`config.mk`:
```
export PLATFORM = sky130hd
export DESIGN_NAME = tcw_ctrl
export DESIGN_NICKNAME = d
export VERILOG_FILES = /design/src/tcw_pkg.sv /design/src/tcw_ctrl.sv
export SDC_FILE = /design/constraint.sdc
export NUM_CORES = 1
export LEC_CHECK = 0
export ABC_AREA = 1
export BUFFER_PORTS_ARGS = -buffer_cell sky130_fd_sc_hd__buf_2
export CORE_MARGIN = 5
export CORE_UTILIZATION = 43
export CTS_CLUSTER_SIZE = 25
export DETAILED_ROUTE_END_ITERATION = 6
export PLACE_DENSITY = 0.68
export REMOVE_ABC_BUFFERS = 1
export SYNTH_ARGS = -nofsm -noshare
export SYNTH_HDL_FRONTEND = slang
export SYNTH_SLANG_ARGS = --single-unit
```
`constraint.sdc`:
```
create_clock -name clk -period 7.3 [get_ports clk]
set_clock_uncertainty 0.2 [all_clocks]
set_input_delay 0.365 -clock clk [delete_from_list [all_inputs] [get_ports clk]]
set_output_delay 0.365 -clock clk [all_outputs]
set_load 0.03 [all_outputs]
```
`src/tcw_pkg.sv`:
```
// ----------------------------------------------------------------------------
// tcw_pkg
// Shared constants, payload types and state encoding of the text console.
// ----------------------------------------------------------------------------
`default_nettype none

package tcw_pkg;

  localparam int COLUMNS = 80;
  localparam int ROWS    = 25;
  localparam int CELLS   = COLUMNS * ROWS;
  localparam int ADDR_W  = $clog2(CELLS);

  localparam int COL_W      = 7;
  localparam int ROW_W      = 5;
  localparam int CFG_IDX_W  = 2;

  localparam logic [COL_W-1:0] COLS_C     = COL_W'(COLUMNS);
  localparam logic [COL_W-1:0] COL_LAST_C = COL_W'(COLUMNS - 1);
  localparam logic [ROW_W-1:0] ROWS_C     = ROW_W'(ROWS);
  localparam logic [ROW_W-1:0] ROW_LAST_C = ROW_W'(ROWS - 1);

  localparam logic [ADDR_W-1:0] CELL_LAST_C  = ADDR_W'(CELLS - 1);
  localparam logic [ADDR_W-1:0] ROW_BASE_C   = ADDR_W'(CELLS - COLUMNS);
  localparam logic [ADDR_W-1:0] COLS_ADDR_C  = ADDR_W'(COLUMNS);

  localparam logic [1:0] FN_PUT   = 2'd0;
  localparam logic [1:0] FN_CLEAR = 2'd1;
  localparam logic [1:0] FN_READ  = 2'd2;

  localparam logic [CFG_IDX_W-1:0] CFG_DEFAULT_ATTR = CFG_IDX_W'(0);
  localparam logic [CFG_IDX_W-1:0] CFG_ERROR_ATTR   = CFG_IDX_W'(1);

  localparam logic [7:0] DEFAULT_ATTR_RST = 8'd15;
  localparam logic [7:0] ERROR_ATTR_RST   = 8'd244;

  localparam logic [7:0] CH_NEWLINE = 8'd10;
  localparam logic [7:0] CH_ERROR   = 8'h45;
  localparam logic [7:0] CH_SPACE   = 8'h20;

  typedef struct packed {
    logic [1:0]       func;
    logic [7:0]       char_code;
    logic [7:0]       attr;
    logic             use_cursor;
    logic [COL_W-1:0] col;
    logic [ROW_W-1:0] row;
  } in_t;

  typedef struct packed {
    logic [COL_W-1:0] cursor_col;
    logic [ROW_W-1:0] cursor_row;
    logic             error;
    logic             scrolled;
    logic [7:0]       cell_char;
    logic [7:0]       cell_attr;
  } out_t;

  typedef struct packed {
    logic [7:0] attr;
    logic [7:0] chr;
  } cell_t;

  localparam int CELL_W = $bits(cell_t);

  typedef struct packed {
    logic [7:0] default_attr;
    logic [7:0] error_attr;
  } cfg_t;

  typedef enum logic [2:0] {
    S_INIT,
    S_IDLE,
    S_EXEC,
    S_RDWAIT,
    S_SCROLL,
    S_FILL,
    S_DONE
  } state_t;

endpackage

`default_nettype wire

```
`src/tcw_ctrl.sv`:
```
// ----------------------------------------------------------------------------
// tcw_ctrl
// Operation sequencer: decodes a beat, updates the cursor, and drives the
// screen RAM for cell writes, reads, scroll copy and fill passes.
// ----------------------------------------------------------------------------
`default_nettype none

module tcw_ctrl (
  input  wire logic                      clk,
  input  wire logic                      rst_n,
  input  wire logic                      in_valid,
  output logic                           in_ready,
  input  wire tcw_pkg::in_t              in_data,
  input  wire tcw_pkg::cfg_t             cfg,
  output logic                           res_valid,
  input  wire logic                      res_ready,
  output tcw_pkg::out_t                  res_data,
  output logic                           ram_we,
  output logic [tcw_pkg::ADDR_W-1:0]     ram_waddr,
  output logic [tcw_pkg::CELL_W-1:0]     ram_wdata,
  output logic                           ram_re,
  output logic [tcw_pkg::ADDR_W-1:0]     ram_raddr,
  input  wire logic [tcw_pkg::CELL_W-1:0] ram_rdata
);

  import tcw_pkg::*;

  state_t            state_r, state_nxt;
  in_t               req_r, req_nxt;
  logic [COL_W-1:0]  cur_col_r, cur_col_nxt;
  logic [ROW_W-1:0]  cur_row_r, cur_row_nxt;
  logic [ADDR_W-1:0] cnt_r, cnt_nxt;
  logic              err_r, err_nxt;
  logic              scr_r, scr_nxt;
  cell_t             cell_r, cell_nxt;

  logic [COL_W-1:0]  eff_col;
  logic [ROW_W-1:0]  eff_row;
  logic              bad;
  logic [ADDR_W-1:0] addr_eff;
  logic [7:0]        attr_eff;
  logic              newline;
  logic              line_end;
  logic [COL_W-1:0]  step_col;
  logic [ROW_W-1:0]  step_row;
  logic              wrap;
  logic [ROW_W-1:0]  put_row;
  cell_t             fill_cell;

  assign eff_col  = req_r.use_cursor ? cur_col_r : req_r.col;
  assign eff_row  = req_r.use_cursor ? cur_row_r : req_r.row;
  assign bad      = !req_r.use_cursor && (req_r.col >= COLS_C || req_r.row >= ROWS_C);
  assign addr_eff = ADDR_W'(eff_row) * COLS_ADDR_C + ADDR_W'(eff_col);
  assign attr_eff = (req_r.attr == 8'd0) ? cfg.default_attr : req_r.attr;
  assign newline  = req_r.char_code == CH_NEWLINE;
  assign line_end = eff_col == COL_LAST_C;
  assign step_col = (newline || line_end) ? '0 : eff_col + 1'b1;
  assign step_row = (newline || line_end) ? eff_row + 1'b1 : eff_row;
  assign wrap     = step_row == ROWS_C;
  assign put_row  = wrap ? ROW_LAST_C : step_row;
  assign fill_cell = (req_r.func == FN_CLEAR) ? cell_t'{attr: cfg.default_attr, chr: CH_SPACE}
                                              : cell_t'('0);

  assign res_data = '{cursor_col: cur_col_r, cursor_row: cur_row_r, error: err_r,
                      scrolled: scr_r, cell_char: cell_r.chr, cell_attr: cell_r.attr};

  always_comb begin
    state_nxt = state_r;
    unique case (state_r)
      S_INIT: begin
        if (cnt_r == CELL_LAST_C) state_nxt = S_IDLE;
      end
      S_IDLE: begin
        if (in_valid) state_nxt = S_EXEC;
      end
      S_EXEC: begin
        priority if (req_r.func == FN_CLEAR) state_nxt = S_FILL;
        else if (req_r.func == FN_READ && !bad) state_nxt = S_RDWAIT;
        else if (req_r.func == FN_PUT && !bad && wrap) state_nxt = S_SCROLL;
        else state_nxt = S_DONE;
      end
      S_RDWAIT: begin
        state_nxt = S_DONE;
      end
      S_SCROLL: begin
        if (cnt_r == ROW_BASE_C) state_nxt = S_FILL;
      end
      S_FILL: begin
        if (cnt_r == CELL_LAST_C) state_nxt = S_DONE;
      end
      S_DONE: begin
        if (res_ready) state_nxt = S_IDLE;
      end
      default: begin
        state_nxt = S_IDLE;
      end
    endcase
  end

  always_comb begin
    in_ready    = 1'b0;
    res_valid   = 1'b0;
    ram_we      = 1'b0;
    ram_waddr   = cnt_r;
    ram_wdata   = '0;
    ram_re      = 1'b0;
    ram_raddr   = addr_eff;
    req_nxt     = req_r;
    cnt_nxt     = cnt_r;
    cur_col_nxt = cur_col_r;
    cur_row_nxt = cur_row_r;
    err_nxt     = err_r;
    scr_nxt     = scr_r;
    cell_nxt    = cell_r;
    unique case (state_r)
      S_INIT: begin
        ram_we  = 1'b1;
        cnt_nxt = cnt_r + 1'b1;
      end
      S_IDLE: begin
        in_ready = 1'b1;
        req_nxt  = in_data;
      end
      S_EXEC: begin
        err_nxt  = 1'b0;
        scr_nxt  = 1'b0;
        cell_nxt = '0;
        cnt_nxt  = '0;
        unique case (req_r.func)
          FN_PUT: begin
            if (bad) begin
              ram_we    = 1'b1;
              ram_waddr = CELL_LAST_C;
              ram_wdata = cell_t'{attr: cfg.error_attr, chr: CH_ERROR};
              err_nxt   = 1'b1;
            end else begin
              ram_we      = !newline;
              ram_waddr   = addr_eff;
              ram_wdata   = cell_t'{attr: attr_eff, chr: req_r.char_code};
              cur_col_nxt = step_col;
              cur_row_nxt = put_row;
              scr_nxt     = wrap;
            end
          end
          FN_CLEAR: begin
            cur_col_nxt = '0;
            cur_row_nxt = '0;
          end
          FN_READ: begin
            err_nxt = bad;
            ram_re  = !bad;
          end
          default: begin
          end
        endcase
      end
      S_RDWAIT: begin
        cell_nxt = cell_t'(ram_rdata);
      end
      S_SCROLL: begin
        ram_re    = cnt_r != ROW_BASE_C;
        ram_raddr = cnt_r + COLS_ADDR_C;
        ram_we    = cnt_r != '0;
        ram_waddr = cnt_r - 1'b1;
        ram_wdata = ram_rdata;
        cnt_nxt   = (cnt_r == ROW_BASE_C) ? ROW_BASE_C : cnt_r + 1'b1;
      end
      S_FILL: begin
        ram_we    = 1'b1;
        ram_wdata = fill_cell;
        cnt_nxt   = cnt_r + 1'b1;
      end
      S_DONE: begin
        res_valid = 1'b1;
      end
      default: begin
      end
    endcase
  end

  always_ff @(posedge clk) begin
    if (!rst_n) begin
      state_r   <= S_INIT;
      cnt_r     <= '0;
      cur_col_r <= '0;
      cur_row_r <= '0;
    end else begin
      state_r   <= state_nxt;
      cnt_r     <= cnt_nxt;
      cur_col_r <= cur_col_nxt;
      cur_row_r <= cur_row_nxt;
    end
  end

  always_ff @(posedge clk) begin
    req_r  <= req_nxt;
    err_r  <= err_nxt;
    scr_r  <= scr_nxt;
    cell_r <= cell_nxt;
  end

endmodule

`default_nettype wire

```
; Word-level counts from Yosys, hierarchy flattened
; Index checks and enable logic that the tools add are counted.
[word_totals]
ff_bits = 75
latchBits = 0
mem_bits_rw = 0
romBits = 0
input_bits = 67
output_inout_bits = 72
word_cells = 103
memories = 0
[classes]
n_addsub = 6
n_mul = 1
div = 0
magnitude_cmp = 2
n_eq_ne = 20
n_shift = 0
mux = 39
bitwise = 1
reduce_logical = 20
[op_table]
columns = op, count
row1 = 16-bit 2-to-1 mux, 3
row2 = 16-bit one-hot mux with 3 select lines, 1
row3 = 11-bit 2-to-1 mux, 4
row4 = 11-bit one-hot mux with 3 select lines, 1
row5 = 16-bit one-hot mux with 2 select lines, 1
row6 = "11-bit equality test, second input constant", 2
row7 = 11-bit one-hot mux with 2 select lines, 1
row8 = 3-bit 2-to-1 mux, 7
row9 = 7-bit 2-to-1 mux, 3
row10 = 3-bit one-hot mux with 7 select lines, 1
row11 = 5-bit 2-to-1 mux, 4
row12 = 7-bit one-hot mux with 2 select lines, 1
row13 = "2-bit inequality test, second input constant", 6
row14 = "11-bit by 1-bit adder with 11-bit output, second input constant", 1
row15 = 11-bit by 7-bit adder with 11-bit output, 1
row16 = "11-bit by 7-bit adder with 11-bit output, second input constant", 1
row17 = "11-bit inequality test, second input constant", 1
row18 = 11-bit nonzero test, 1
row19 = "11-bit by 1-bit subtractor with 11-bit output, second input constant", 1
row20 = 5-bit one-hot mux with 2 select lines, 1
row21 = "3-bit equality test, second input constant", 3
row22 = "8-bit by 4-bit equality test with 1-bit output, second input constant", 1
row23 = 8-bit logical NOT, 1
row24 = 8-bit 2-to-1 mux, 1
row25 = other kinds (26), 41

; Logic depth before layout (Yosys ltp)
[depth]
word_depth = 10
ltp_mapped = 17

; Worst setup path before layout
; No wires, ideal clock.
[synth_path]
kind = reg-to-output
startpoint = register req_r[12] (netlist name)
endpoint = output port ram_waddr[9] (netlist name)
t_arrival_ns = 2.926
slack_ns = 3.809
path_stages_with_launch = 12
path_cell_list = edfxtp_1 -> buf_6 -> buf_6 -> o21ai_2 -> ha_1 -> ha_1 -> fa_1 -> nand3_1 -> xor2_1 -> nand2_1 -> o21ai_0 -> o21ai_0
[synth_between]
elab_chain_cells = 6
word_cells_on_any_way = 9
cone_classes = add/sub: 1 / mul: 1 / mux: 5 / reduce/logical: 2
[synth_rtl]
columns = item, line_no
row1 = start: declaration, tcw_ctrl.sv:29  ; in_t req_r, req_nxt;
row2 = start signal: assignment, tcw_ctrl.sv:196  ; req_r <= req_nxt;
row3 = 5-bit 2-to-1 mux, tcw_ctrl.sv:51  ; assign eff_row = req_r.use_cursor ? cur_row_r : req_r.row;
row4 = 5-bit by 3-bit multiplier with 7-bit output, tcw_ctrl.sv:53  ; assign addr_eff = ADDR_W'(eff_row) * COLS_ADDR_C + ADDR_W'(eff_col);
row5 = 11-bit by 7-bit adder with 11-bit output, tcw_ctrl.sv:53
row6 = 11-bit 2-to-1 mux (*), tcw_ctrl.sv:131  ; if (bad) begin
row7 = 11-bit 2-to-1 mux (*), tcw_ctrl.sv:129  ; unique case (req_r.func)
row8 = 11-bit one-hot mux with 2 select lines (*), tcw_ctrl.sv:115  ; unique case (state_r)
row9 = end: declaration, tcw_ctrl.sv:19  ; output logic [tcw_pkg::ADDR_W-1:0] ram_waddr,
; Mark *: on every way between the ends. The rest lies on a longest branch, timed or not.

; Final worst setup path
[layout_path]
startpoint = register req_r[12] (netlist name)
endpoint = output port ram_waddr[10] (netlist name)
; Same word-level chain as after synthesis.

==> metrics.txt <==
r2r worst-path depth=13; initial antenna violation count=0; status=complete, no violations; number of global-route vias before repair=around 4.7k; DRC errors left=0; post-CTS setup repair buffer count=0; count of final hold-check violations=0; worst slew pin tran=0.758 ns; die area=13400 um^2; Bufs on Longest Clock Path=2; Max-Cap Viols=0; min cycle time layout=4.06 ns; critical path data required time=just under 7 ns; Setup violations, final=0; VDD IR max=about 0.00016 V; per-cell routed wire length=between 15 and 20 um; placed wire-length estimate=10.7 mm; initial DRC count=278; Layout Nets=~850; H-tree level count=3; root buf cell=clkbuf_8; Post-Route WL=14.2 mm; Vias/cell=5.29; Mapped Area=4810 um^2; crit end category=output pin; post-synth top area share=0.306; total CTS buffers=9; FILL cells=1047; Die H=around 120 um; RSZ-0062 raised after global routing=false; PD cells=333 nW/um^2; syn_area_per_cell=7.89 um^2; Synth Flop Type=edfxtp_1; clock sinks=75; Min-Delay Path Class=primary input to flop; vias=4829; Synth area leaders=edfxtp_1 (31%), dfxtp_1 (11%), nand2_1 (10%), inv_1 (5.8%), ha_1 (4.2%); hold_sp=rst_n; crit share post-route=0.556; post-synthesis cell type count=46; Layout area overhead=26.1%; global-route wire length before repair=22.6 mm; Skew-Pair Late Insertion Delay=0.36 ns; Sequential Area=1990 um^2; largest net degree at the start of global routing=33; Final Max Tran Viols=0; Pleak=approximately 2.8 nW; layout cell share with drive strength beyond 1=0.251; PostCTS Resize Cnt=0; commonest non-fill, non-tap cell in the layout=buf_2; ant diodes=0; drt pass-1 iters=5; Critical Path Start Type=flop; asr flop ratio synth=0; end of the worst hold path=state_r[1]$_SDFFE_PN0P_; CTS tree=yes; global-route usage over all layers=0.214; Post-synth EDFFs=just under 50; worst relative slew slack=0.495; worst-path fanout max=19; fmax=~250 MHz; leading area contributor after synthesis=edfxtp_1; Core Footprint=10900 um^2; hold path cells=3; area of the multi-input gates=2380 um^2; Initial Utilization=0.442; WS Path Type=flop to output pin; Reg2Reg Launch Point=req_r[12]$_DFFE_PP_; Core Util, Final=0.558; I/O pin cnt=139; clock-pin slew on the worst setup and hold paths=0.09 ns; Sum Neg Setup Slack=0 ns; post-route antenna net violation count=0; Worst R2R End=scr_r$_SDFFCE_PP0P_; Cells after Synth=between 600 and 700; grt ovf=0; Arr. time, crit path=3.50 ns; Synth Warn #=0; R2R Setup Slk=4.37 ns; FF+latch count, synth=75; GP Congestion=0.917; worst hold slack=0.102 ns; Core Rows=38; most frequent cells in the layout=buf_2 (138), nand2_1 (128), inv_1 (74); sequential fraction of the synthesis area=0.414; Post-CTS Hold Fix Bufs=31; Chip Width=116 um; port buffer count=138
-- worst max-delay path: stages (launching register included) --
cell      delay [ns]
edfxtp_1        0.84
nand2_1         0.15
o21ai_2         0.17
ha_1            0.30
ha_1            0.23
fa_1            0.39
xor2_1          0.22
nand3_1         0.12
xor2_1          0.20
inv_1           0.08
o22ai_1         0.07
o21ai_1         0.15
buf_2           0.21
-- sequential cells by signal (all words and copies together) (netlist names) --
signal / cells
cnt_r: 11
cur_col_r: 7
cur_row_r: 5
err_r: 1
req_r: 31
res_data: 16
scr_r: 1
state_r: 3
-- cell type report --
cell class / instances / area share
Multi-Input combinational cell: 425 / 0.392
Sequential cell: 75 / 0.328
Timing Repair Buffer: 170 / 0.166
Tap cell: 140 / 0.0289
Clock buffer: 12 / 0.0223
Clock inverter: 4 / 0.00845
Inverter: 87 / 0.0542
-- per-layer routing --
metal / vias to the layer above / routed length (um) / global-route usage
met3: 34 / 745 / 0.0339
met1: 2265 / 6020 / 0.261
met4: 0 / 389 / 0.0974
met5: - / 0 / 0
li1: 2372 / - / -
met2: 158 / 7070 / 0.372
-- where the power goes --
group	switching, mW	total (mW)	internal [mW]
Clock	0.160	0.318	0.159
Combinational	0.773	1.07	0.296
Sequential	0.0627	0.631	0.569
-- per-stage QoR --
step	setup WS (ns)	std cells	cell area, um^2	total power, mW
after global placement	3.74	866	5570	1.67
after CTS	3.23	913	6070	2.02
after detailed placement	3.65	866	5570	1.69
after floorplan	3.66	587	4690	1.37
final	3.24	913	6070	2.02
after global routing	2.97	913	6070	2.14
-- synth_stat cells, drive strengths merged (2+ instances only) --
cell type,instances
o211ai,3
o21ai,56
fa,2
a22oi,9
inv,86
buf,11
ha,16
a211oi,3
dfxtp,26
o221ai,11
nand4,7
nor2,61
o22ai,7
o31ai,2
nand2,135
clkbuf,12
edfxtp,49
nand3,40
or2,4
xor2,17
a21oi,35
nor3,10
-- kinds of logic after synthesis --
kind of cell / after synthesis / synth area share
AOI/OAI and AO/OA: 131 / 0.165
xor gates and xnor gates: 17 / 0.0309
buffers and inverters: 110 / 0.0933
and+or+nand+nor: 259 / 0.247
DFF: 75 / 0.414
adders and majority gates: 18 / 0.0499
-- how the worst max path moves through the flow --
| stage | endpoint | slack [ns] | from | cells after the start |
|---|---|---|---|---|
| after floorplan | ram_waddr[9] | 3.66 | req_r[12]$_DFFE_PP_ | 10 |
| after global routing | ram_waddr[10] | 2.97 | req_r[12]$_DFFE_PP_ | 12 |
| after global placement | ram_waddr[10] | 3.74 | req_r[12]$_DFFE_PP_ | 12 |
| after CTS | ram_waddr[10] | 3.23 | req_r[12]$_DFFE_PP_ | 12 |
| final | ram_waddr[10] | 3.24 | req_r[12]$_DFFE_PP_ | 12 |
| after detailed placement | ram_waddr[10] | 3.65 | req_r[12]$_DFFE_PP_ | 12 |
Power figures use the tool's default switching activity.
